`src/rtl/cma_pkg.sv`:
```
package cma_pkg;

  localparam int SAMPLE_BITS         = 16;
  localparam int CFG_W               = 6;
  localparam int HALF_WINDOW_RESET   = 1;
  localparam int MAX_HALF_WINDOW_DEF = 32;
  // must stay a power of two, pointers wrap by truncation
  localparam int JOBQ_DEPTH          = 4;

  typedef struct packed {
    logic [SAMPLE_BITS-1:0] sample;
    logic                   last_sample;
  } cma_in_t;

  typedef struct packed {
    logic [SAMPLE_BITS-1:0] average;
    logic                   last_average;
  } cma_out_t;

  typedef enum logic [1:0] {
    F_IDLE,
    F_UPD,
    F_CHK,
    F_SUB
  } front_state_t;

  typedef enum logic [1:0] {
    D_IDLE,
    D_RUN,
    D_DONE
  } div_state_t;

endpackage

```
`src/rtl/cma_front.sv`:
```
module cma_front #(
  parameter int MAX_HALF_WINDOW = cma_pkg::MAX_HALF_WINDOW_DEF,
  localparam int PW    = $clog2(MAX_HALF_WINDOW + 1),
  localparam int WIN_W = PW + 1,
  localparam int RING  = 2 * MAX_HALF_WINDOW,
  localparam int AW    = (RING > 1) ? $clog2(RING) : 1,
  localparam int SUM_W = cma_pkg::SAMPLE_BITS + AW
) (
  input  logic                     clk,
  input  logic                     rst,
  input  logic                     cfg_valid,
  input  logic [cma_pkg::CFG_W-1:0] cfg_data,
  input  logic                     push,
  input  cma_pkg::cma_in_t         item,
  output logic                     full,
  output logic                     job_push,
  output logic [SUM_W-1:0]         job_sum,
  output logic [WIN_W-1:0]         job_len,
  output logic                     job_last,
  input  logic                     q_full
);
  import cma_pkg::*;

  localparam int AW1 = AW + 1;

  front_state_t state, state_next;

  logic [CFG_W-1:0]       half_cfg;
  logic [PW-1:0]          p_cfg, p_use, p_act;
  logic [WIN_W-1:0]       win_use, win;
  logic [AW-1:0]          wp, wp_inc, rd_addr;
  logic [SAMPLE_BITS-1:0] ring [RING];
  logic [SAMPLE_BITS-1:0] rd_data, x_reg;
  logic                   last_reg;
  logic [SUM_W-1:0]       sum, sum_sub, sum_new;
  logic [WIN_W-1:0]       seen, seen_new, pending;
  logic [PW-1:0]          nout, fl_d;
  logic [WIN_W-1:0]       fl_len, dp, w;
  logic                   full_win, emit, need_sub, accept;

  function automatic logic [AW-1:0] ring_back(input logic [AW-1:0] base,
                                              input logic [WIN_W-1:0] off);
    logic [AW1-1:0] t;
    t = {1'b0, base} + AW1'(WIN_W'(RING) - off);
    if (t >= AW1'(RING)) t = t - AW1'(RING);
    return t[AW-1:0];
  endfunction

  always_comb begin
    if (half_cfg == '0) begin
      p_cfg = PW'(1);
    end else if (half_cfg > CFG_W'(MAX_HALF_WINDOW)) begin
      p_cfg = PW'(MAX_HALF_WINDOW);
    end else begin
      p_cfg = PW'(half_cfg);
    end
  end

  assign p_use   = (seen == '0) ? p_cfg : p_act;
  assign win_use = {p_use, 1'b0};
  assign win     = {p_act, 1'b0};
  assign wp_inc  = (wp == AW'(RING - 1)) ? '0 : wp + AW'(1);

  assign full   = (state != F_IDLE) || q_full;
  assign accept = push && !full;

  // update of the running sum once the outgoing sample has been read
  assign full_win = seen >= win;
  assign sum_sub  = full_win ? sum - SUM_W'(rd_data) : sum;
  assign sum_new  = sum_sub + SUM_W'(x_reg);
  assign seen_new = full_win ? seen : seen + WIN_W'(1);
  assign pending  = seen_new - WIN_W'(nout);
  assign emit     = !last_reg && (pending >= WIN_W'(p_act));

  // flush: window end shrinks by one per result, trim oldest sample
  assign dp       = WIN_W'(fl_d) + WIN_W'(p_act);
  assign w        = (dp > seen) ? seen : dp;
  assign need_sub = fl_len > w;

  always_comb begin
    if (state == F_IDLE) begin
      rd_addr = ring_back(wp, win_use);
    end else begin
      rd_addr = ring_back(wp, fl_len - WIN_W'(1));
    end
  end

  always_comb begin
    state_next = state;
    case (state)
      F_IDLE: if (accept) state_next = F_UPD;
      F_UPD:  state_next = last_reg ? F_CHK : F_IDLE;
      F_CHK: begin
        if (need_sub) begin
          state_next = F_SUB;
        end else if (!q_full && fl_d == PW'(1)) begin
          state_next = F_IDLE;
        end
      end
      F_SUB:  state_next = F_CHK;
      default: state_next = F_IDLE;
    endcase
  end

  always_comb begin
    job_push = 1'b0;
    job_sum  = sum_new;
    job_len  = seen_new;
    job_last = 1'b0;
    case (state)
      F_UPD: job_push = emit;
      F_CHK: begin
        job_push = !need_sub && !q_full;
        job_sum  = sum;
        job_len  = fl_len;
        job_last = fl_d == PW'(1);
      end
      default: job_push = 1'b0;
    endcase
  end

  always_ff @(posedge clk) begin
    rd_data <= ring[rd_addr];
    if (state == F_UPD) ring[wp] <= x_reg;
  end

  always_ff @(posedge clk) begin
    if (accept) begin
      x_reg    <= item.sample;
      last_reg <= item.last_sample;
    end
  end

  always_ff @(posedge clk) begin
    if (rst) begin
      state    <= F_IDLE;
      half_cfg <= CFG_W'(HALF_WINDOW_RESET);
      p_act    <= PW'(1);
      wp       <= '0;
      sum      <= '0;
      seen     <= '0;
      nout     <= '0;
      fl_d     <= '0;
      fl_len   <= '0;
    end else begin
      state <= state_next;
      if (cfg_valid) half_cfg <= cfg_data;
      case (state)
        F_IDLE: begin
          if (accept && seen == '0) p_act <= p_cfg;
        end
        F_UPD: begin
          sum  <= sum_new;
          seen <= seen_new;
          if (last_reg) begin
            fl_d   <= PW'(pending);
            fl_len <= seen_new;
          end else begin
            wp <= wp_inc;
            if (emit && nout < p_act) nout <= nout + PW'(1);
          end
        end
        F_CHK: begin
          if (!need_sub && !q_full) begin
            fl_d <= fl_d - PW'(1);
            if (fl_d == PW'(1)) begin
              sum  <= '0;
              seen <= '0;
              nout <= '0;
              wp   <= '0;
            end
          end
        end
        F_SUB: begin
          sum    <= sum - SUM_W'(rd_data);
          fl_len <= fl_len - WIN_W'(1);
        end
        default: ;
      endcase
    end
  end

  a_pending_bound: assert property (@(posedge clk) disable iff (rst)
    state == F_UPD |-> pending <= WIN_W'(p_act))
    else $error("pending positions exceed half window");

  a_seen_bound: assert property (@(posedge clk) disable iff (rst)
    seen <= win)
    else $error("sample count beyond window");

  a_flush_nonzero: assert property (@(posedge clk) disable iff (rst)
    state == F_CHK |-> (fl_len != '0 && fl_d != '0))
    else $error("flush step with empty window or no position left");

endmodule

```
`src/rtl/cma_jobq.sv`:
```
module cma_jobq #(
  parameter int DATA_W = 32
) (
  input  logic              clk,
  input  logic              rst,
  input  logic              push,
  input  logic [DATA_W-1:0] wr_data,
  output logic              full,
  input  logic              pop,
  output logic [DATA_W-1:0] rd_data,
  output logic              empty
);
  import cma_pkg::*;

  localparam int DEPTH = JOBQ_DEPTH;
  localparam int PTR_W = $clog2(DEPTH);
  localparam int CNT_W = PTR_W + 1;

  logic [DATA_W-1:0] mem [DEPTH];
  logic [PTR_W-1:0]  wr_ptr, rd_ptr;
  logic [CNT_W-1:0]  count;
  logic              do_push, do_pop;

  assign full    = count == CNT_W'(DEPTH);
  assign empty   = count == '0;
  assign rd_data = mem[rd_ptr];
  assign do_push = push && !full;
  assign do_pop  = pop && !empty;

  always_ff @(posedge clk) begin
    if (do_push) mem[wr_ptr] <= wr_data;
  end

  always_ff @(posedge clk) begin
    if (rst) begin
      wr_ptr <= '0;
      rd_ptr <= '0;
      count  <= '0;
    end else begin
      if (do_push) wr_ptr <= wr_ptr + PTR_W'(1);
      if (do_pop)  rd_ptr <= rd_ptr + PTR_W'(1);
      case ({do_push, do_pop})
        2'b10:   count <= count + CNT_W'(1);
        2'b01:   count <= count - CNT_W'(1);
        default: count <= count;
      endcase
    end
  end

endmodule

```
`src/rtl/cma_div.sv`:
```
module cma_div #(
  parameter int MAX_HALF_WINDOW = cma_pkg::MAX_HALF_WINDOW_DEF,
  localparam int PW    = $clog2(MAX_HALF_WINDOW + 1),
  localparam int WIN_W = PW + 1,
  localparam int RING  = 2 * MAX_HALF_WINDOW,
  localparam int AW    = (RING > 1) ? $clog2(RING) : 1,
  localparam int SUM_W = cma_pkg::SAMPLE_BITS + AW
) (
  input  logic               clk,
  input  logic               rst,
  input  logic               q_empty,
  output logic               q_pop,
  input  logic [SUM_W-1:0]   job_sum,
  input  logic [WIN_W-1:0]   job_len,
  input  logic               job_last,
  output cma_pkg::cma_out_t  result,
  output logic               empty,
  input  logic               pop
);
  import cma_pkg::*;

  localparam int CW = $clog2(SUM_W + 1);

  div_state_t state, state_next;

  logic [SUM_W-1:0] quo, quo_nx;
  logic [WIN_W-1:0] rem, rem_nx, dlen;
  logic [WIN_W:0]   rem_sh;
  logic             ge, dlast;
  logic [CW-1:0]    cnt;
  cma_out_t         res;
  logic             res_valid, res_load;

  // restoring long division, one quotient bit per cycle
  assign rem_sh = {rem, quo[SUM_W-1]};
  assign ge     = rem_sh >= {1'b0, dlen};
  assign rem_nx = ge ? WIN_W'(rem_sh - {1'b0, dlen}) : WIN_W'(rem_sh);
  assign quo_nx = {quo[SUM_W-2:0], ge};

  always_comb begin
    state_next = state;
    case (state)
      D_IDLE: if (!q_empty) state_next = D_RUN;
      D_RUN:  if (cnt == CW'(1)) state_next = D_DONE;
      D_DONE: if (!res_valid || pop) state_next = D_IDLE;
      default: state_next = D_IDLE;
    endcase
  end

  always_comb begin
    q_pop    = 1'b0;
    res_load = 1'b0;
    case (state)
      D_IDLE:  q_pop = !q_empty;
      D_DONE:  res_load = !res_valid || pop;
      default: q_pop = 1'b0;
    endcase
  end

  assign empty  = !res_valid;
  assign result = res;

  always_ff @(posedge clk) begin
    if (q_pop) begin
      quo   <= job_sum;
      rem   <= '0;
      dlen  <= job_len;
      dlast <= job_last;
    end else if (state == D_RUN) begin
      quo <= quo_nx;
      rem <= rem_nx;
    end
    if (res_load) begin
      res.average      <= quo[SAMPLE_BITS-1:0];
      res.last_average <= dlast;
    end
  end

  always_ff @(posedge clk) begin
    if (rst) begin
      state     <= D_IDLE;
      cnt       <= '0;
      res_valid <= 1'b0;
    end else begin
      state <= state_next;
      if (q_pop) begin
        cnt <= CW'(SUM_W);
      end else if (state == D_RUN) begin
        cnt <= cnt - CW'(1);
      end
      if (res_load) begin
        res_valid <= 1'b1;
      end else if (pop) begin
        res_valid <= 1'b0;
      end
    end
  end

  a_run_count: assert property (@(posedge clk) disable iff (rst)
    state == D_RUN |-> cnt != '0)
    else $error("divider running with no bits left");

  a_rem_bound: assert property (@(posedge clk) disable iff (rst)
    state == D_RUN |-> (dlen != '0 && rem < dlen))
    else $error("partial remainder not below divisor");

  a_quo_fits: assert property (@(posedge clk) disable iff (rst)
    state == D_DONE |-> quo[SUM_W-1:SAMPLE_BITS] == '0)
    else $error("mean wider than a sample");

endmodule

```
`src/rtl/centered_moving_average_top.sv`:
```
// channel   direction  handshake              beat
// item      in         push / full            sample, last_sample
// result    out        pop / empty            average, last_average
// cfg       in         cfg_valid / cfg_ready  half_window (6 bits)
//
// Front end accepts a sample, then updates the ring and sum in F_UPD; a last
// sample adds F_CHK/F_SUB steps per flushed position. Each result goes through
// the bit-serial divider, which sets the sustained result rate and takes a new
// job only once the last one is done. A 4-entry job queue sits between
// front and divider; the result register lets the divider start the next job
// while a result waits. Reset is synchronous and clears all control state; the
// sample ring needs no clearing.
module centered_moving_average_top #(
  parameter int MAX_HALF_WINDOW = cma_pkg::MAX_HALF_WINDOW_DEF
) (
  input  logic                      clk,
  input  logic                      rst,
  input  logic                      cfg_valid,
  output logic                      cfg_ready,
  input  logic [cma_pkg::CFG_W-1:0] cfg_data,
  input  logic                      push,
  output logic                      full,
  input  cma_pkg::cma_in_t          item,
  input  logic                      pop,
  output logic                      empty,
  output cma_pkg::cma_out_t         result
);
  import cma_pkg::*;

  localparam int PW     = $clog2(MAX_HALF_WINDOW + 1);
  localparam int WIN_W  = PW + 1;
  localparam int RING   = 2 * MAX_HALF_WINDOW;
  localparam int AW     = (RING > 1) ? $clog2(RING) : 1;
  localparam int SUM_W  = SAMPLE_BITS + AW;
  localparam int JOB_W  = SUM_W + WIN_W + 1;

  logic             job_push, job_last, q_full, q_empty, q_pop;
  logic [SUM_W-1:0] job_sum;
  logic [WIN_W-1:0] job_len;
  logic [JOB_W-1:0] q_out;

  assign cfg_ready = 1'b1;

  cma_front #(
    .MAX_HALF_WINDOW(MAX_HALF_WINDOW)
  ) u_front (
    .clk      (clk),
    .rst      (rst),
    .cfg_valid(cfg_valid),
    .cfg_data (cfg_data),
    .push     (push),
    .item     (item),
    .full     (full),
    .job_push (job_push),
    .job_sum  (job_sum),
    .job_len  (job_len),
    .job_last (job_last),
    .q_full   (q_full)
  );

  cma_jobq #(
    .DATA_W(JOB_W)
  ) u_jobq (
    .clk    (clk),
    .rst    (rst),
    .push   (job_push),
    .wr_data({job_sum, job_len, job_last}),
    .full   (q_full),
    .pop    (q_pop),
    .rd_data(q_out),
    .empty  (q_empty)
  );

  cma_div #(
    .MAX_HALF_WINDOW(MAX_HALF_WINDOW)
  ) u_div (
    .clk     (clk),
    .rst     (rst),
    .q_empty (q_empty),
    .q_pop   (q_pop),
    .job_sum (q_out[JOB_W-1:WIN_W+1]),
    .job_len (q_out[WIN_W:1]),
    .job_last(q_out[0]),
    .result  (result),
    .empty   (empty),
    .pop     (pop)
  );

endmodule

```
`config.mk`:
```
export PLATFORM = sky130hd
export DESIGN_NAME = centered_moving_average_top
export DESIGN_NICKNAME = d
export VERILOG_FILES = /design/src/rtl/cma_pkg.sv /design/src/rtl/cma_front.sv /design/src/rtl/cma_jobq.sv /design/src/rtl/cma_div.sv /design/src/rtl/centered_moving_average_top.sv
export SDC_FILE = /design/constraint.sdc
export NUM_CORES = 2
export LEC_CHECK = 0
export BUFFER_PORTS_ARGS = -buffer_cell sky130_fd_sc_hd__buf_4
export CAP_MARGIN = 10
export CELL_PAD_IN_SITES_DETAIL_PLACEMENT = 0
export CELL_PAD_IN_SITES_GLOBAL_PLACEMENT = 1
export CORE_ASPECT_RATIO = 1.25
export CORE_MARGIN = 5
export CORE_UTILIZATION = 56
export DETAILED_ROUTE_END_ITERATION = 7
export PLACE_DENSITY_LB_ADDON = 0.1
export SYNTH_ARGS = -nofsm -noshare
export SYNTH_HDL_FRONTEND = slang
export SYNTH_HIERARCHICAL = 1
export SYNTH_SLANG_ARGS = --single-unit
```
`constraint.sdc`:
```
create_clock -name clk -period 16.3 [get_ports clk]
set_input_delay 0.815 -clock clk [delete_from_list [all_inputs] [get_ports clk]]
set_output_delay 0.815 -clock clk [all_outputs]
set_load 0.01 [all_outputs]
```
==> metrics <==
status finished clean; Crit path required time 16.95 ns; GRT overflow 0; WHS 0.234 ns; Buffers & Inverters on Critical Path 3; CP max FO 11; Worst-Margin Slew 1.20 ns; synthesized area per cell 12.2 µm²; vias in the first global route 35447; Top FF cell, synth edfxtp_1; FFs w/ async S/R, synth 0; FF/Latch Area 38400 µm²; # nets final 4798; share of cells above drive strength 1 0.0917; largest net degree at the start of global routing 190; FP Rows 130; WL met3 9640 µm; DR WL met2 74100 µm; ant diodes 0; postcts setup bufs 0; Residual DRC 0; unrepaired setup endpoints after global routing no; Critical Path AT 7.11 ns; WL final 150000 µm; Initial Utilization 0.564; Max-slew headroom 0.197; sequential area share after synthesis 0.677; drt wl/cell 24.7 µm; slowest CP cell o22ai_1; DP Wirelength 84700 µm; CTS tree done; Final Cycle Share 0.396; pre-CTS setup slack 9.93 ns; Setup CP Type reg -> reg; Syn Inst Count 4639; final setup vio count 0; Yosys cell types 86; top flop regs u_front/ring x1024, u_jobq/mem x120; die area 108000 µm²; Final GP Congestion 0.863; I/O pin cnt 48; Syn Nets 4784; CP peak stage delay 0.60 ns; final cell count without fillers 6077; max cap viols 0; CTS H-Tree Depth 4; via count 37118; Max Slew Vio Count 0; Top delay family on crit path compound AO/OA/AOI/OAI gates; die height 366 µm; multi-input logic area 16800 µm²; top routing layer used met4; I/O Buffers 46; final antenna-violating net count 0; vias per inst 6.11; CTS Sinks 1316; flops & latches, synth 1316; Placed Cells 5838; post-CTS sizing 0; fillers 7767; largest reg by FF count u_front/ring; initial DRC count 3460; aggregate global-route resource usage 0.273; Clock Path Buffers 3; first-pass GRT wire length 224000 µm; TritonCTS Buffers 133; Post-synth EDFFs 1208; clk_lat worst skew 0.76 ns; initial antenna violation count 0; First-pass DRT Iterations 6; mapped cell area 56700 µm²; routed metal-1 wirelength 61100 µm; post-route minimum period 6.46 ns; core area 101000 µm²; P per Cell Area 172 nW/µm²; Setup WS post-layout 9.84 ns; clock skew 0.0346 ns; Hold Crit Class in -> reg; startpoint type of the worst setup path flop; Worst-path clk slew 0.06 ns; synth warn 6; Root Buffer clkbuf_16; Area Overhead vs Synth 10.8%; setup TNS 0 ns; P_leak 0.0223 µW; die width 295 µm; crit end category flop; Hold Buf Count CTS 0; max reg flops 1024; Worst VDD drop 0.161 mV; final hold vios 0; f_max 155 MHz
## cells by family (layout without fill, tap and decap cells)
family,Yosys count,count (layout),share of synthesized area
compound gates,703,703,0.0877
xor+xnor,69,69,0.0109
fa+ha+maj,117,117,0.0267
buf+inv,387,505,0.0276
flops,1316,1316,0.677
mux,74,74,0.0202
other cells,1,1,0.0000661
simple gates,1972,1972,0.150
## placed cells by master, fill, tap and decap left out, types with 13 or more instances in the layout
cell type and n:
nor2_1 188, and3_1 138, nand2b_1 25, nor3_1 28, a211o_1 18, ha_1 109, buf_4 165, nand2_1 1222
o21ai_0 75, edfxtp_1 1208, xnor2_1 41, clkbuf_1 37, xor2_1 26, mux2_2 18, dfxtp_1 107, nand3_1 282
mux4_2 30, mux2i_1 24, a21oi_1 138, o21a_1 15, o21ai_1 13, clkinv_1 26, inv_1 95, a211oi_1 48
a311oi_1 192, a21o_1 25, nand4_1 13, clkbuf_16 139, nor2b_1 16, a31oi_1 87
## worst paths after layout
path,startpoint,end,slack [ns],depth (start not counted)
min,item[3],u_front/x_reg[2],0.23,1
min reg2reg,u_div/dlast,u_div/result[0],0.42,0
max,u_front/p_act[0],u_jobq/count[2],9.84,31
max reg2reg,u_front/p_act[0],u_jobq/count[2],9.84,31
## area by class of cell
class | instances | area share
inverters | 97 | 0.00579
well taps | 1320 | 0.0263
multi-input cells | 2936 | 0.268
repair buffers | 169 | 0.0210
clock inverters | 59 | 0.00888
flip-flops and latches | 1316 | 0.612
clock buffers | 180 | 0.0584
## where the power goes
part	internal (µW)	total [µW]	leakage [µW]	switching (µW)
Combinational	1140	3760	0.00844	2620
Sequential	3960	4050	0.0118	91.2
Clock	1710	2970	0.00205	1260
Total	6810	10800	0.0223	3970
## synth_stat cells (4+ instances only)
master	number	area (µm²)
nand2_1	1222	4590
edfxtp_1	1208	36300
nand3_1	282	1410
a311oi_1	192	1680
nor2_1	192	721
clkbuf_1	191	717
a21oi_1	141	706
and3_1	138	863
ha_1	110	1380
dfxtp_1	108	2160
inv_1	95	357
a31oi_1	87	544
o21ai_0	76	380
buf_2	62	310
a211oi_1	48	360
xnor2_1	41	359
buf_1	32	120
mux4_2	30	676
nor3_1	28	140
xor2_1	27	236
a21o_1	26	195
nand2b_1	25	156
mux2i_1	24	240
mux2_2	19	214
a211o_1	18	158
nor2b_1	17	106
o21a_1	15	113
nand4_1	13	81.3
o21ai_1	13	65.1
o211ai_1	12	90.1
or3_1	12	75.1
nor4_1	8	50.1
o21bai_1	8	60.1
and2_1	7	43.8
fa_1	7	140
o22ai_1	7	43.8
a21oi_2	6	52.6
a2111o_1	5	56.3
nand3b_1	5	37.5
a221oi_1	4	35.0
a32o_1	4	40.0
buf_6	4	45.0
nor3b_1	4	30.0
o31ai_1	4	30.0
## per-stage QoR
step,area (µm²),power [µW],utilization
global placement,58600,7840,0.583
CTS,62800,10800,0.625
global route,62800,11300,0.625
finish,62800,10800,0.625
floorplan,56700,6620,-
detailed placement,58600,7870,0.583
## layer usage
metal,vias to the layer above,track usage
li1,17091,-
met1,18516,0.374
met2,1298,0.454
met3,213,0.0410
met4,0,0.0908
met5,-,0
(Power assumes the default switching activity.)
